`config.mk`:
```
export PLATFORM = sky130hd
export DESIGN_NAME = contrast_stretch_pixel_mapper_top_flat
export DESIGN_NICKNAME = d
export VERILOG_FILES = /design/src/hw/rtl/cstr_pkg.sv /design/src/hw/rtl/cstr_in_if.sv /design/src/hw/rtl/cstr_out_if.sv /design/src/hw/rtl/cstr_regs.sv /design/src/hw/rtl/cstr_ctrl.sv /design/src/hw/rtl/cstr_dp.sv /design/src/hw/rtl/contrast_stretch_pixel_mapper_top.sv /design/src/flat_wrapper.sv
export SDC_FILE = /design/constraint.sdc
export NUM_CORES = 1
export LEC_CHECK = 0
export ABC_AREA = 1
export BUFFER_PORTS_ARGS = -buffer_cell sky130_fd_sc_hd__buf_4
export CORE_UTILIZATION = 55
export DETAILED_ROUTE_END_ITERATION = 8
export GPL_TIMING_DRIVEN = 0
export PLACE_DENSITY = 0.75
export SLEW_MARGIN = 10
export SYNTH_ARGS = -nofsm -noshare
export SYNTH_HDL_FRONTEND = slang
export SYNTH_SLANG_ARGS = --single-unit
```
`constraint.sdc`:
```
create_clock -name clk -period 9.5 [get_ports clk]
set_input_delay 1.9 -clock clk [delete_from_list [all_inputs] [get_ports clk]]
set_output_delay 1.9 -clock clk [all_outputs]
set_load 0.1 [all_outputs]
```
`src/hw/rtl/cstr_pkg.sv`:
```
package cstr_pkg;

	// gray level width and the top gray level
	localparam int unsigned PIX_W    = 8;
	localparam logic [PIX_W-1:0] GRAY_TOP = 8'd255;

	// one quotient bit per step; the quotient never exceeds the output span
	localparam int unsigned DIV_STEPS = PIX_W;
	localparam int unsigned CNT_W     = $clog2(DIV_STEPS);

	// configuration port
	localparam int unsigned ADDR_W = 3;
	localparam int unsigned DATA_W = 32;
	localparam logic REG_OUT_MIN = 1'b0;
	localparam logic REG_OUT_MAX = 1'b1;

	// request codes
	localparam logic REQ_MEASURE = 1'b0;
	localparam logic REQ_MAP     = 1'b1;

	// controller to datapath
	typedef struct packed {
		logic measure;   // update tracked min and max from the input beat
		logic load;      // capture a map beat: clamp, span, width, flags
		logic mul;       // form the numerator
		logic div_step;  // one restoring division step
		logic finish;    // round, clamp and load the output register
	} cstr_cmd_t;

endpackage

```
`src/hw/rtl/cstr_in_if.sv`:
```
interface cstr_in_if;
	logic                     valid;
	logic                     ready;
	logic                     req_type;
	logic [cstr_pkg::PIX_W-1:0] pixel;
	logic                     frame_start;

	modport source (output valid, output req_type, output pixel, output frame_start,
		input ready);
	modport sink (input valid, input req_type, input pixel, input frame_start,
		output ready);
endinterface

```
`src/hw/rtl/cstr_out_if.sv`:
```
interface cstr_out_if;
	logic                     valid;
	logic                     ready;
	logic [cstr_pkg::PIX_W-1:0] out_pixel;
	logic                     range_error;

	modport source (output valid, output out_pixel, output range_error, input ready);
	modport sink (input valid, input out_pixel, input range_error, output ready);
endinterface

```
`src/hw/rtl/cstr_regs.sv`:
```
module cstr_regs (
	input  logic                        clk,
	input  logic                        arst_n,
	input  logic                        psel,
	input  logic                        penable,
	input  logic                        pwrite,
	input  logic [cstr_pkg::ADDR_W-1:0] paddr,
	input  logic [cstr_pkg::DATA_W-1:0] pwdata,
	output logic [cstr_pkg::DATA_W-1:0] prdata,
	output logic                        pready,
	output logic [cstr_pkg::PIX_W-1:0]  out_min,
	output logic [cstr_pkg::PIX_W-1:0]  out_max
);
	import cstr_pkg::*;

	logic [PIX_W-1:0] out_min_q;
	logic [PIX_W-1:0] out_max_q;
	logic             wr_en;
	logic             reg_sel;

	assign pready  = 1'b1;
	assign wr_en   = psel & penable & pwrite & pready;
	assign reg_sel = paddr[2];

	// register writes in the access phase
	always_ff @(posedge clk or negedge arst_n) begin
		if (!arst_n) begin
			out_min_q <= '0;
			out_max_q <= GRAY_TOP;
		end else if (wr_en) begin
			case (reg_sel)
				REG_OUT_MIN: out_min_q <= pwdata[PIX_W-1:0];
				REG_OUT_MAX: out_max_q <= pwdata[PIX_W-1:0];
				default:     out_min_q <= out_min_q;
			endcase
		end
	end

	// read mux
	always_comb begin
		prdata = '0;
		case (reg_sel)
			REG_OUT_MIN: prdata[PIX_W-1:0] = out_min_q;
			REG_OUT_MAX: prdata[PIX_W-1:0] = out_max_q;
			default:     prdata = '0;
		endcase
	end

	assign out_min = out_min_q;
	assign out_max = out_max_q;
endmodule

```
`src/hw/rtl/cstr_ctrl.sv`:
```
module cstr_ctrl (
	input  logic                clk,
	input  logic                arst_n,
	input  logic                in_valid,
	input  logic                in_req_type,
	output logic                in_ready,
	output logic                out_valid,
	input  logic                out_ready,
	output cstr_pkg::cstr_cmd_t cmd
);
	import cstr_pkg::*;

	typedef enum logic [1:0] {
		S_IDLE,
		S_MUL,
		S_DIV,
		S_FIN
	} state_t;

	state_t           state_q;
	logic [CNT_W-1:0] step_q;
	logic             out_valid_q;
	logic             accept;
	logic             out_free;

	assign in_ready = (state_q == S_IDLE);
	assign accept   = in_valid & in_ready;
	assign out_free = ~out_valid_q | out_ready;

	// commands to the datapath
	always_comb begin
		cmd          = '0;
		cmd.measure  = accept & (in_req_type == REQ_MEASURE);
		cmd.load     = accept & (in_req_type == REQ_MAP);
		cmd.mul      = (state_q == S_MUL);
		cmd.div_step = (state_q == S_DIV);
		cmd.finish   = (state_q == S_FIN) & out_free;
	end

	// sequencer and output valid
	always_ff @(posedge clk or negedge arst_n) begin
		if (!arst_n) begin
			state_q     <= S_IDLE;
			step_q      <= '0;
			out_valid_q <= 1'b0;
		end else begin
			if (state_q == S_FIN && out_free) begin
				out_valid_q <= 1'b1;
			end else if (out_ready) begin
				out_valid_q <= 1'b0;
			end
			case (state_q)
				S_IDLE: begin
					if (accept && in_req_type == REQ_MAP) begin
						state_q <= S_MUL;
					end
				end
				S_MUL: begin
					step_q  <= '0;
					state_q <= S_DIV;
				end
				S_DIV: begin
					step_q <= step_q + 1'b1;
					if (step_q == CNT_W'(DIV_STEPS - 1)) begin
						state_q <= S_FIN;
					end
				end
				S_FIN: begin
					if (out_free) begin
						state_q <= S_IDLE;
					end
				end
				default: state_q <= S_IDLE;
			endcase
		end
	end

	assign out_valid = out_valid_q;
endmodule

```
`src/hw/rtl/cstr_dp.sv`:
```
module cstr_dp (
	input  logic                       clk,
	input  logic                       arst_n,
	input  cstr_pkg::cstr_cmd_t        cmd,
	input  logic [cstr_pkg::PIX_W-1:0] pixel,
	input  logic                       frame_start,
	input  logic [cstr_pkg::PIX_W-1:0] out_min,
	input  logic [cstr_pkg::PIX_W-1:0] out_max,
	output logic [cstr_pkg::PIX_W-1:0] out_pixel,
	output logic                       range_error
);
	import cstr_pkg::*;

	logic [PIX_W-1:0]   dark_q;
	logic [PIX_W-1:0]   bright_q;
	logic [PIX_W-1:0]   diff_q;
	logic [PIX_W-1:0]   span_q;
	logic [PIX_W-1:0]   den_q;
	logic [PIX_W-1:0]   omin_q;
	logic               err_q;
	logic               flat_q;
	logic [PIX_W-1:0]   rem_q;
	logic [PIX_W-1:0]   lo_q;
	logic [PIX_W-1:0]   quo_q;
	logic [PIX_W-1:0]   out_pixel_q;
	logic               range_error_q;
	logic [PIX_W-1:0]   zc;
	logic [PIX_W:0]     trial;
	logic [PIX_W:0]     trial_diff;
	logic               trial_ge;
	logic               round_up;
	logic [PIX_W:0]     level;
	logic [PIX_W-1:0]   level_clamped;
	logic [2*PIX_W-1:0] prod;

	// tracked frame extremes
	always_ff @(posedge clk or negedge arst_n) begin
		if (!arst_n) begin
			dark_q   <= GRAY_TOP;
			bright_q <= '0;
		end else if (cmd.measure) begin
			if (frame_start) begin
				dark_q   <= pixel;
				bright_q <= pixel;
			end else begin
				if (pixel < dark_q) begin
					dark_q <= pixel;
				end
				if (pixel > bright_q) begin
					bright_q <= pixel;
				end
			end
		end
	end

	// clamp the pixel into the tracked range
	always_comb begin
		zc = pixel;
		if (pixel < dark_q) begin
			zc = dark_q;
		end else if (pixel > bright_q) begin
			zc = bright_q;
		end
	end

	// one restoring step: bring down the next numerator bit
	assign trial      = {rem_q, lo_q[PIX_W-1]};
	assign trial_diff = trial - {1'b0, den_q};
	assign trial_ge   = (trial >= {1'b0, den_q});

	// round half up from the remainder, then offset and clamp
	assign round_up      = ({rem_q, 1'b0} >= {1'b0, den_q});
	assign level         = {1'b0, omin_q} + {1'b0, quo_q} + {{PIX_W{1'b0}}, round_up};
	assign level_clamped = (level > {1'b0, GRAY_TOP}) ? GRAY_TOP : level[PIX_W-1:0];

	assign prod = diff_q * span_q;

	// map operands, numerator and division
	always_ff @(posedge clk) begin
		if (cmd.load) begin
			diff_q <= zc - dark_q;
			span_q <= out_max - out_min;
			den_q  <= bright_q - dark_q;
			omin_q <= out_min;
			err_q  <= (out_min >= out_max);
			flat_q <= (bright_q <= dark_q);
		end
		if (cmd.mul) begin
			rem_q <= prod[2*PIX_W-1:PIX_W];
			lo_q  <= prod[PIX_W-1:0];
			quo_q <= '0;
		end
		if (cmd.div_step) begin
			rem_q <= trial_ge ? trial_diff[PIX_W-1:0] : trial[PIX_W-1:0];
			lo_q  <= {lo_q[PIX_W-2:0], 1'b0};
			quo_q <= {quo_q[PIX_W-2:0], trial_ge};
		end
	end

	// output register
	always_ff @(posedge clk) begin
		if (cmd.finish) begin
			range_error_q <= err_q;
			if (err_q) begin
				out_pixel_q <= '0;
			end else if (flat_q) begin
				out_pixel_q <= omin_q;
			end else begin
				out_pixel_q <= level_clamped;
			end
		end
	end

	assign out_pixel   = out_pixel_q;
	assign range_error = range_error_q;
endmodule

```
`src/hw/rtl/contrast_stretch_pixel_mapper_top.sv`:
```
// Linear contrast stretch of 8-bit gray pixels. Measure beats (req_type 0) update the
// darkest and brightest pixel in the same cycle they are accepted, so they stream at one
// per clock while no map is in progress and produce no output. A map beat (req_type 1)
// returns one output beat out_min + round((z - darkest) * (out_max - out_min) /
// (brightest - darkest)), with the pixel clamped to the tracked range and exact half-up
// rounding. The map runs through an 8x8 multiply state and an 8-step restoring divider
// that yields one quotient bit per clock; a map beat holds the input closed from
// acceptance until the result is loaded, and the output register lets the next beat
// enter while the result waits. A flat range (brightest <= darkest) gives out_min;
// out_min >= out_max gives range_error with out_pixel 0. out_min lives at byte address 0
// and out_max at 4; write them only while the block is idle.
module contrast_stretch_pixel_mapper_top (
	input  logic                        clk,
	input  logic                        arst_n,
	cstr_in_if.sink                     pix_in,
	cstr_out_if.source                  pix_out,
	input  logic                        psel,
	input  logic                        penable,
	input  logic                        pwrite,
	input  logic [cstr_pkg::ADDR_W-1:0] paddr,
	input  logic [cstr_pkg::DATA_W-1:0] pwdata,
	output logic [cstr_pkg::DATA_W-1:0] prdata,
	output logic                        pready
);
	import cstr_pkg::*;

	cstr_cmd_t        cmd;
	logic [PIX_W-1:0] out_min;
	logic [PIX_W-1:0] out_max;

	// configuration registers
	cstr_regs u_regs (
		.clk     (clk),
		.arst_n  (arst_n),
		.psel    (psel),
		.penable (penable),
		.pwrite  (pwrite),
		.paddr   (paddr),
		.pwdata  (pwdata),
		.prdata  (prdata),
		.pready  (pready),
		.out_min (out_min),
		.out_max (out_max)
	);

	// sequencer
	cstr_ctrl u_ctrl (
		.clk         (clk),
		.arst_n      (arst_n),
		.in_valid    (pix_in.valid),
		.in_req_type (pix_in.req_type),
		.in_ready    (pix_in.ready),
		.out_valid   (pix_out.valid),
		.out_ready   (pix_out.ready),
		.cmd         (cmd)
	);

	// tracking, multiply, divide and rounding
	cstr_dp u_dp (
		.clk         (clk),
		.arst_n      (arst_n),
		.cmd         (cmd),
		.pixel       (pix_in.pixel),
		.frame_start (pix_in.frame_start),
		.out_min     (out_min),
		.out_max     (out_max),
		.out_pixel   (pix_out.out_pixel),
		.range_error (pix_out.range_error)
	);
endmodule

```
`src/flat_wrapper.sv`:
```
// flat-port wrapper written by rule: the top's interface ports become plain ports
module contrast_stretch_pixel_mapper_top_flat import cstr_pkg::*;
  (clk, arst_n, psel, penable, pwrite, paddr, pwdata, prdata, pready, pix_in_valid, pix_in_req_type, pix_in_pixel, pix_in_frame_start, pix_in_ready, pix_out_valid, pix_out_out_pixel, pix_out_range_error, pix_out_ready);
  cstr_in_if pix_in_i ();
  cstr_out_if pix_out_i ();
  input  logic clk;
  input  logic arst_n;
  input  logic psel;
  input  logic penable;
  input  logic pwrite;
  input  logic [cstr_pkg::ADDR_W-1:0] paddr;
  input  logic [cstr_pkg::DATA_W-1:0] pwdata;
  output logic [cstr_pkg::DATA_W-1:0] prdata;
  output logic pready;
  input wire logic [$bits(pix_in_i.valid)-1:0] pix_in_valid;
  input wire logic [$bits(pix_in_i.req_type)-1:0] pix_in_req_type;
  input wire logic [$bits(pix_in_i.pixel)-1:0] pix_in_pixel;
  input wire logic [$bits(pix_in_i.frame_start)-1:0] pix_in_frame_start;
  output wire logic [$bits(pix_in_i.ready)-1:0] pix_in_ready;
  output wire logic [$bits(pix_out_i.valid)-1:0] pix_out_valid;
  output wire logic [$bits(pix_out_i.out_pixel)-1:0] pix_out_out_pixel;
  output wire logic [$bits(pix_out_i.range_error)-1:0] pix_out_range_error;
  input wire logic [$bits(pix_out_i.ready)-1:0] pix_out_ready;
  assign pix_in_i.valid = pix_in_valid;
  assign pix_in_i.req_type = pix_in_req_type;
  assign pix_in_i.pixel = pix_in_pixel;
  assign pix_in_i.frame_start = pix_in_frame_start;
  assign pix_in_ready = pix_in_i.ready;
  assign pix_out_valid = pix_out_i.valid;
  assign pix_out_out_pixel = pix_out_i.out_pixel;
  assign pix_out_range_error = pix_out_i.range_error;
  assign pix_out_i.ready = pix_out_ready;
  contrast_stretch_pixel_mapper_top u_core (.clk(clk), .arst_n(arst_n), .pix_in(pix_in_i), .pix_out(pix_out_i), .psel(psel), .penable(penable), .pwrite(pwrite), .paddr(paddr), .pwdata(pwdata), .prdata(prdata), .pready(pready));
endmodule
```
**Yosys cells after proc, flatten, opt, wreduce, memory -nomap -nowiden**

Cells that the tools add are included.

- Flip-flop bits (word level): 105
- Input bits: 52
- Output and inout port bits: 44

- Add/subtract/negate cells: 7
- Multipliers: 1
- Order comparisons: 7
- Equal/unequal tests: 7
- Muxes and demuxes: 23
- Bitwise logic cells: 10
- Reductions and logical operators: 12

Operators by type and width:

| operator | count |
|---|---|
| $mux W8 | 15 |
| $sub A8 B8 Y8 | 4 |
| $ge A9 B8 Y1 | 2 |
| $mul A8 B8 Y16 | 1 |
| $pmux W8 S2 | 1 |
| $add A8 B8 Y9 | 1 |
| $add A9 B1 Y9 | 1 |
| $gt A9 B8 Y1 const B | 1 |
| $ge A8 B8 Y1 | 1 |
| $gt A8 B8 Y1 | 1 |
| $le A8 B8 Y1 | 1 |
| $lt A8 B8 Y1 | 1 |
| $pmux W2 S4 | 1 |
| $reduce_and A2 Y1 | 4 |
| $reduce_bool A2 Y1 | 4 |
| $and A1 B1 Y1 | 6 |
| $mux W2 | 3 |
| $pmux W3 S2 | 1 |
| $eq A2 B2 Y1 const B | 2 |
| $ne A2 B2 Y1 const B | 2 |
| $add A3 B1 Y3 const B | 1 |
| $eq A3 B3 Y1 const B | 1 |
| $not A1 Y1 | 3 |
| $reduce_and A3 Y1 | 1 |
| 6 further kinds | 8 |

**Logic depth before layout (Yosys ltp)**

- Word-level depth: 5
- Mapped depth: 22
- Depth with buffers taken out: 22

**Modules after synthesis**

A second synthesis with hierarchy kept.

- Cells, all modules: 1075
- Area total of the unflattened synthesis: 8906.0 sq um

Modules (own cells, without submodules):

| module | instances | cells an instance | area an instance (sq um) | sequential area each (sq um) |
|---|---|---|---|---|
| cstr_dp | 1 | 906 | 7573.5 | 2412.3 |
| cstr_regs | 1 | 125 | 959.7 | 410.4 |
| cstr_ctrl | 1 | 44 | 372.9 | 150.1 |

**Worst setup path after synthesis**

OpenSTA, ideal clock, no wires.

- Path kind: input to output
- Start point: in paddr[2] (netlist name)
- End point: out prdata[4] (netlist name)
- Arrival: 4.212 ns
- Data required time: 7.600 ns
- Slack: 3.388 ns
- Stages on the path: 2
- Path buffers: 1
- Cell sequence: clkbuf_1 -> o21ai_0

- Word-level cells in the longest chain between the ends: 2

RTL lines:

| element | RTL line | source |
|---|---|---|
| start, declared | flat_wrapper.sv:11 | `input logic [cstr_pkg::ADDR_W-1:0] paddr;` |
| $not A1 Y1 | - |  |
| $pmux W8 S2 (*) | cstr_regs.sv:42 | `case (reg_sel)` |
| end, declared | flat_wrapper.sv:13 | `output logic [cstr_pkg::DATA_W-1:0] prdata;` |

Every way passes the cells marked *; elsewhere a longest branch is shown, timed or not.

**Worst setup path after layout**

- Start point: reg u_core.u_dp.diff_q[2]
- End point: reg u_core.u_dp.rem_q[2] (data pin)

- Word-level cells in the longest chain between the ends: 3

RTL lines:

| element | RTL line | source |
|---|---|---|
| start, declared | cstr_dp.sv:16 | `logic [PIX_W-1:0] diff_q;` |
| start signal, assigned | cstr_dp.sv:81 | `diff_q <= zc - dark_q;` |
| $mul A8 B8 Y16 | cstr_dp.sv:76 | `assign prod = diff_q * span_q;` |
| $mux W8 | cstr_dp.sv:88 | `if (cmd.mul) begin` |
| $mux W8 | cstr_dp.sv:93 | `if (cmd.div_step) begin` |
| end signal, assigned | cstr_dp.sv:89 | `rem_q <= prod[2*PIX_W-1:PIX_W];` |
| end signal, assigned | cstr_dp.sv:94 | `rem_q <= trial_ge ? trial_diff[PIX_W-1:0] : trial[PIX_W-1:0];` |
| end, declared | cstr_dp.sv:22 | `logic [PIX_W-1:0] rem_q;` |

No other way between the ends. The select of a mux whose other input is x is not followed.
A chain may end at the register's enable or synchronous reset.

==> summary.txt <==
Floorplan
  • Core area: 15,400 um^2
  • Die ar.: between 15,000 and 20,000 um^2
  • FP Rows: between 40 and 50
  • Initial Utilization: a little under three fifths
  • I/O pins: 96
  • Die height: approximately 130 um
  • Chip width: approximately 130 um

Status
  • Status: finished clean

Timing
  • Tmin final: about 4800 ps
  • Final Hold Vio Count: 0
  • Worst-Margin Slew: around 1100 ps
  • Final setup viols: 0
  • Final Skew: just over 9 ps
  • RSZ-0062 raised after global routing: false
  • Hold_ws: just under 500 ps
  • Final period util: approximately half
  • Max Fclk: 210 MHz
  • Relative slew slack: roughly 28%
  • TNS Setup: 0 ps
  • Slew Viols, Final: 0

Routing
  • Routed vias/inst: roughly 5.1
  • Vias: about 6,900
  • Initial detailed-routing violation count: approximately 430
  • Detailed-route wire length: around 18,000 um
  • Drt wl/cell: roughly 14 um
  • # DRC: 0
  • DRT Pass-1 Iters: 5
  • Routed Antenna Nets: 0

Placed design
  • I/O Buffers: 44
  • Placed insts: roughly 1,300
  • RePlAce Congestion: between 0.9 and 1
  • DP Wirelength: ~15,000 um

CTS
  • Setup bufs post-CTS: 0
  • Clock transition at path regs: about 70 ps
  • CTS tree: built
  • CTS-repair resized insts: 0
  • H-tree Lvls: 3
  • Clk Latency, worst-skew pair: approximately 350 ps
  • Clk sink count: 105
  • CTS Buf Count: 9
  • CTS Hold Bufs: 0
  • CTS max path bufs: 2
  • Root Buffer: clkbuf_16

Layout
  • Area grow syn2layout: 11.7%
  • Final net count: 1,320
  • Reg area: just under 3000 um^2
  • Ant diodes: 0
  • Layout cells sized above 1: between 10% and 20%
  • Area of the multi-input gates: around 4800 um^2
  • Non-Filler Instances: between 1,000 and 1,500
  • Fillcell total: 1,349

Synthesis
  • Count leader, synth: nand2_1
  • Syn Area/Cell: ~8.4 um^2
  • Most frequent cells after synthesis: nand2_1, inv_1, ha_1
  • Ys async rst share: ~36%
  • Synth unique cells: 44
  • Synth warn: 0
  • Sequential share of the synthesized area: ~34%
  • Cell count after synthesis: around 1,100
  • Post-Syn Area: slightly below 9000 um^2
  • EDFF count, synth: 66
  • Post-synth top area share: 22.6%
  • Ranking of synthesized cells by area: edfxtp_1, ha_1, nand2_1, fa_1, inv_1
  • #FFs+latches synth: 105
  • Dominant synthesized flop cell: edfxtp_1
  • Largest area contributor in the netlist: edfxtp_1

Critical path
  • CP cell instances: clkbuf_1, nand2_1, fa_1, inv_1, fa_1, inv_1, fa_1, fa_1, inv_1, ha_1, a21oi_1, o21ai_0, a21oi_1, inv_1, or2_2, nand3_1, o21ai_1
  • Worst path max stage delay: about 550 ps
  • Startpoint Class: register
  • CP Buf/Inv Count: 5
  • Critical path class: reg -> reg
  • Crit path DAT: 4870 ps
  • Worst EP required: approximately 9600 ps
  • CP max-delay cell: fa_1
  • CP Capture Type: register
  • CP delay by family, top: adder cells
  • CP Max Fanout: 8

Global route
  • Grt ovf: 0
  • GRT Resource Usage Total: approximately a quarter
  • Global-route wire length before repair: around 31,000 um
  • Largest net degree at the start of global routing: 39
  • Number of global-route vias before repair: between 6,000 and 7,000
  • Initial antenna violation count: 0

Flow run
  • Maxcap violations: 0

Worst hold path
  • Hold Path Class: reg -> reg
layout make-up:
class	instances	area share, %
flip-flops and latches	105	30.3
clock inverters	6	0.905
inverters	210	8.03
plain buffers	54	3.21
multi-input cells	704	48.9
well taps	211	2.69
repair buffers	47	3.63
clock buffers	10	2.33
worst register-to-register path, stage by stage (launching register included):
cell      delay, ps
edfxtp_1        320
clkbuf_1        430
nand2_1         160
fa_1            550
inv_1            50
fa_1            530
inv_1            60
fa_1            520
fa_1            540
inv_1            40
ha_1            340
a21oi_1         200
o21ai_0         140
a21oi_1         130
inv_1            60
or2_2           260
nand3_1          90
o21ai_1          90
flip-flops by register name (all words and copies together) (netlist names):
register,flops
u_core.u_ctrl.step_q,3
u_core.u_regs.out_min,8
u_core.u_dp.range_error,1
u_core.u_dp.rem_q,8
u_core.u_dp.lo_q,8
u_core.u_ctrl.out_valid,1
u_core.u_dp.err_q,1
u_core.u_dp.diff_q,8
u_core.u_dp.quo_q,8
u_core.u_dp.out_pixel,8
u_core.u_ctrl.state_q,2
u_core.u_dp.span_q,8
u_core.u_dp.bright_q,8
u_core.u_dp.flat_q,1
u_core.u_dp.omin_q,8
u_core.u_dp.den_q,8
u_core.u_regs.out_max,8
u_core.u_dp.dark_q,8
cells in the final DEF, fill, tap and decap left out, types with 12 or more instances in the layout:
cell type  instances
dfstp_2           16
nor2_1            21
dfrtp_1           22
nand3_1           42
conb_1            25
edfxtp_1          66
o21ai_0           70
nand2_1          237
buf_4             73
a21oi_1           55
ha_1              95
clkbuf_1          24
xnor2_1           12
xor2_1            21
fa_1              42
inv_1            208
nand4_1           13
path summary, 6_finish.rpt:
check                                                  start                              endpoint  slack, ps  depth (start not counted)
max                          u_core.u_dp.diff_q[2]$_DFFE_PP_        u_core.u_dp.rem_q[2]$_DFFE_PP_       4730                         17
min reg2reg                u_core.u_dp.dark_q[3]$_DFFE_PN1P_     u_core.u_dp.dark_q[3]$_DFFE_PN1P_        480                          2
min                        u_core.u_dp.dark_q[3]$_DFFE_PN1P_     u_core.u_dp.dark_q[3]$_DFFE_PN1P_        480                          2
min in group asynchronous                             arst_n  u_core.u_regs.out_min[5]$_DFFE_PN0P_       1510                          1
max reg2reg                  u_core.u_dp.diff_q[2]$_DFFE_PP_        u_core.u_dp.rem_q[2]$_DFFE_PP_       4730                         17
max in group asynchronous                             arst_n     u_core.u_dp.dark_q[2]$_DFFE_PN1P_       7600                          1
cell families after synthesis:
| logic type | synth area share [%] |
|---|---|
| and+or+nand+nor | 16.4 |
| buffers and inverters | 12.6 |
| AOI/OAI and AO/OA | 10.7 |
| adders and majority gates | 23.1 |
| DFF | 33.9 |
| xor gates and xnor gates | 3.29 |
| other | 0.0855 |
metal layers:
metal	GRT usage (%)	wire [um]	up-vias	part of all wire (%)
met2	40.9	8920	175	49
met3	4.66	829	26	4.5
met4	7.82	343	0	1.9
li1	-	-	3485	-
met1	31.2	8270	3174	45
met5	0	0	-	0
per-stage QoR:
| step | util [%] | area, um^2 | setup WS, ps |
|---|---|---|---|
| after global placement | 61.6 | 9460 | 3920 |
| final | 63.8 | 9810 | 4730 |
| after floorplan | - | 8870 | 3390 |
| after CTS | 63.8 | 9810 | 4710 |
| after detailed placement | 61.8 | 9490 | 4510 |
| after global routing | 63.8 | 9810 | 4440 |
Power is not shown: default switching activity piles up to over one toggle a cycle in this logic, so the estimate is an artifact.
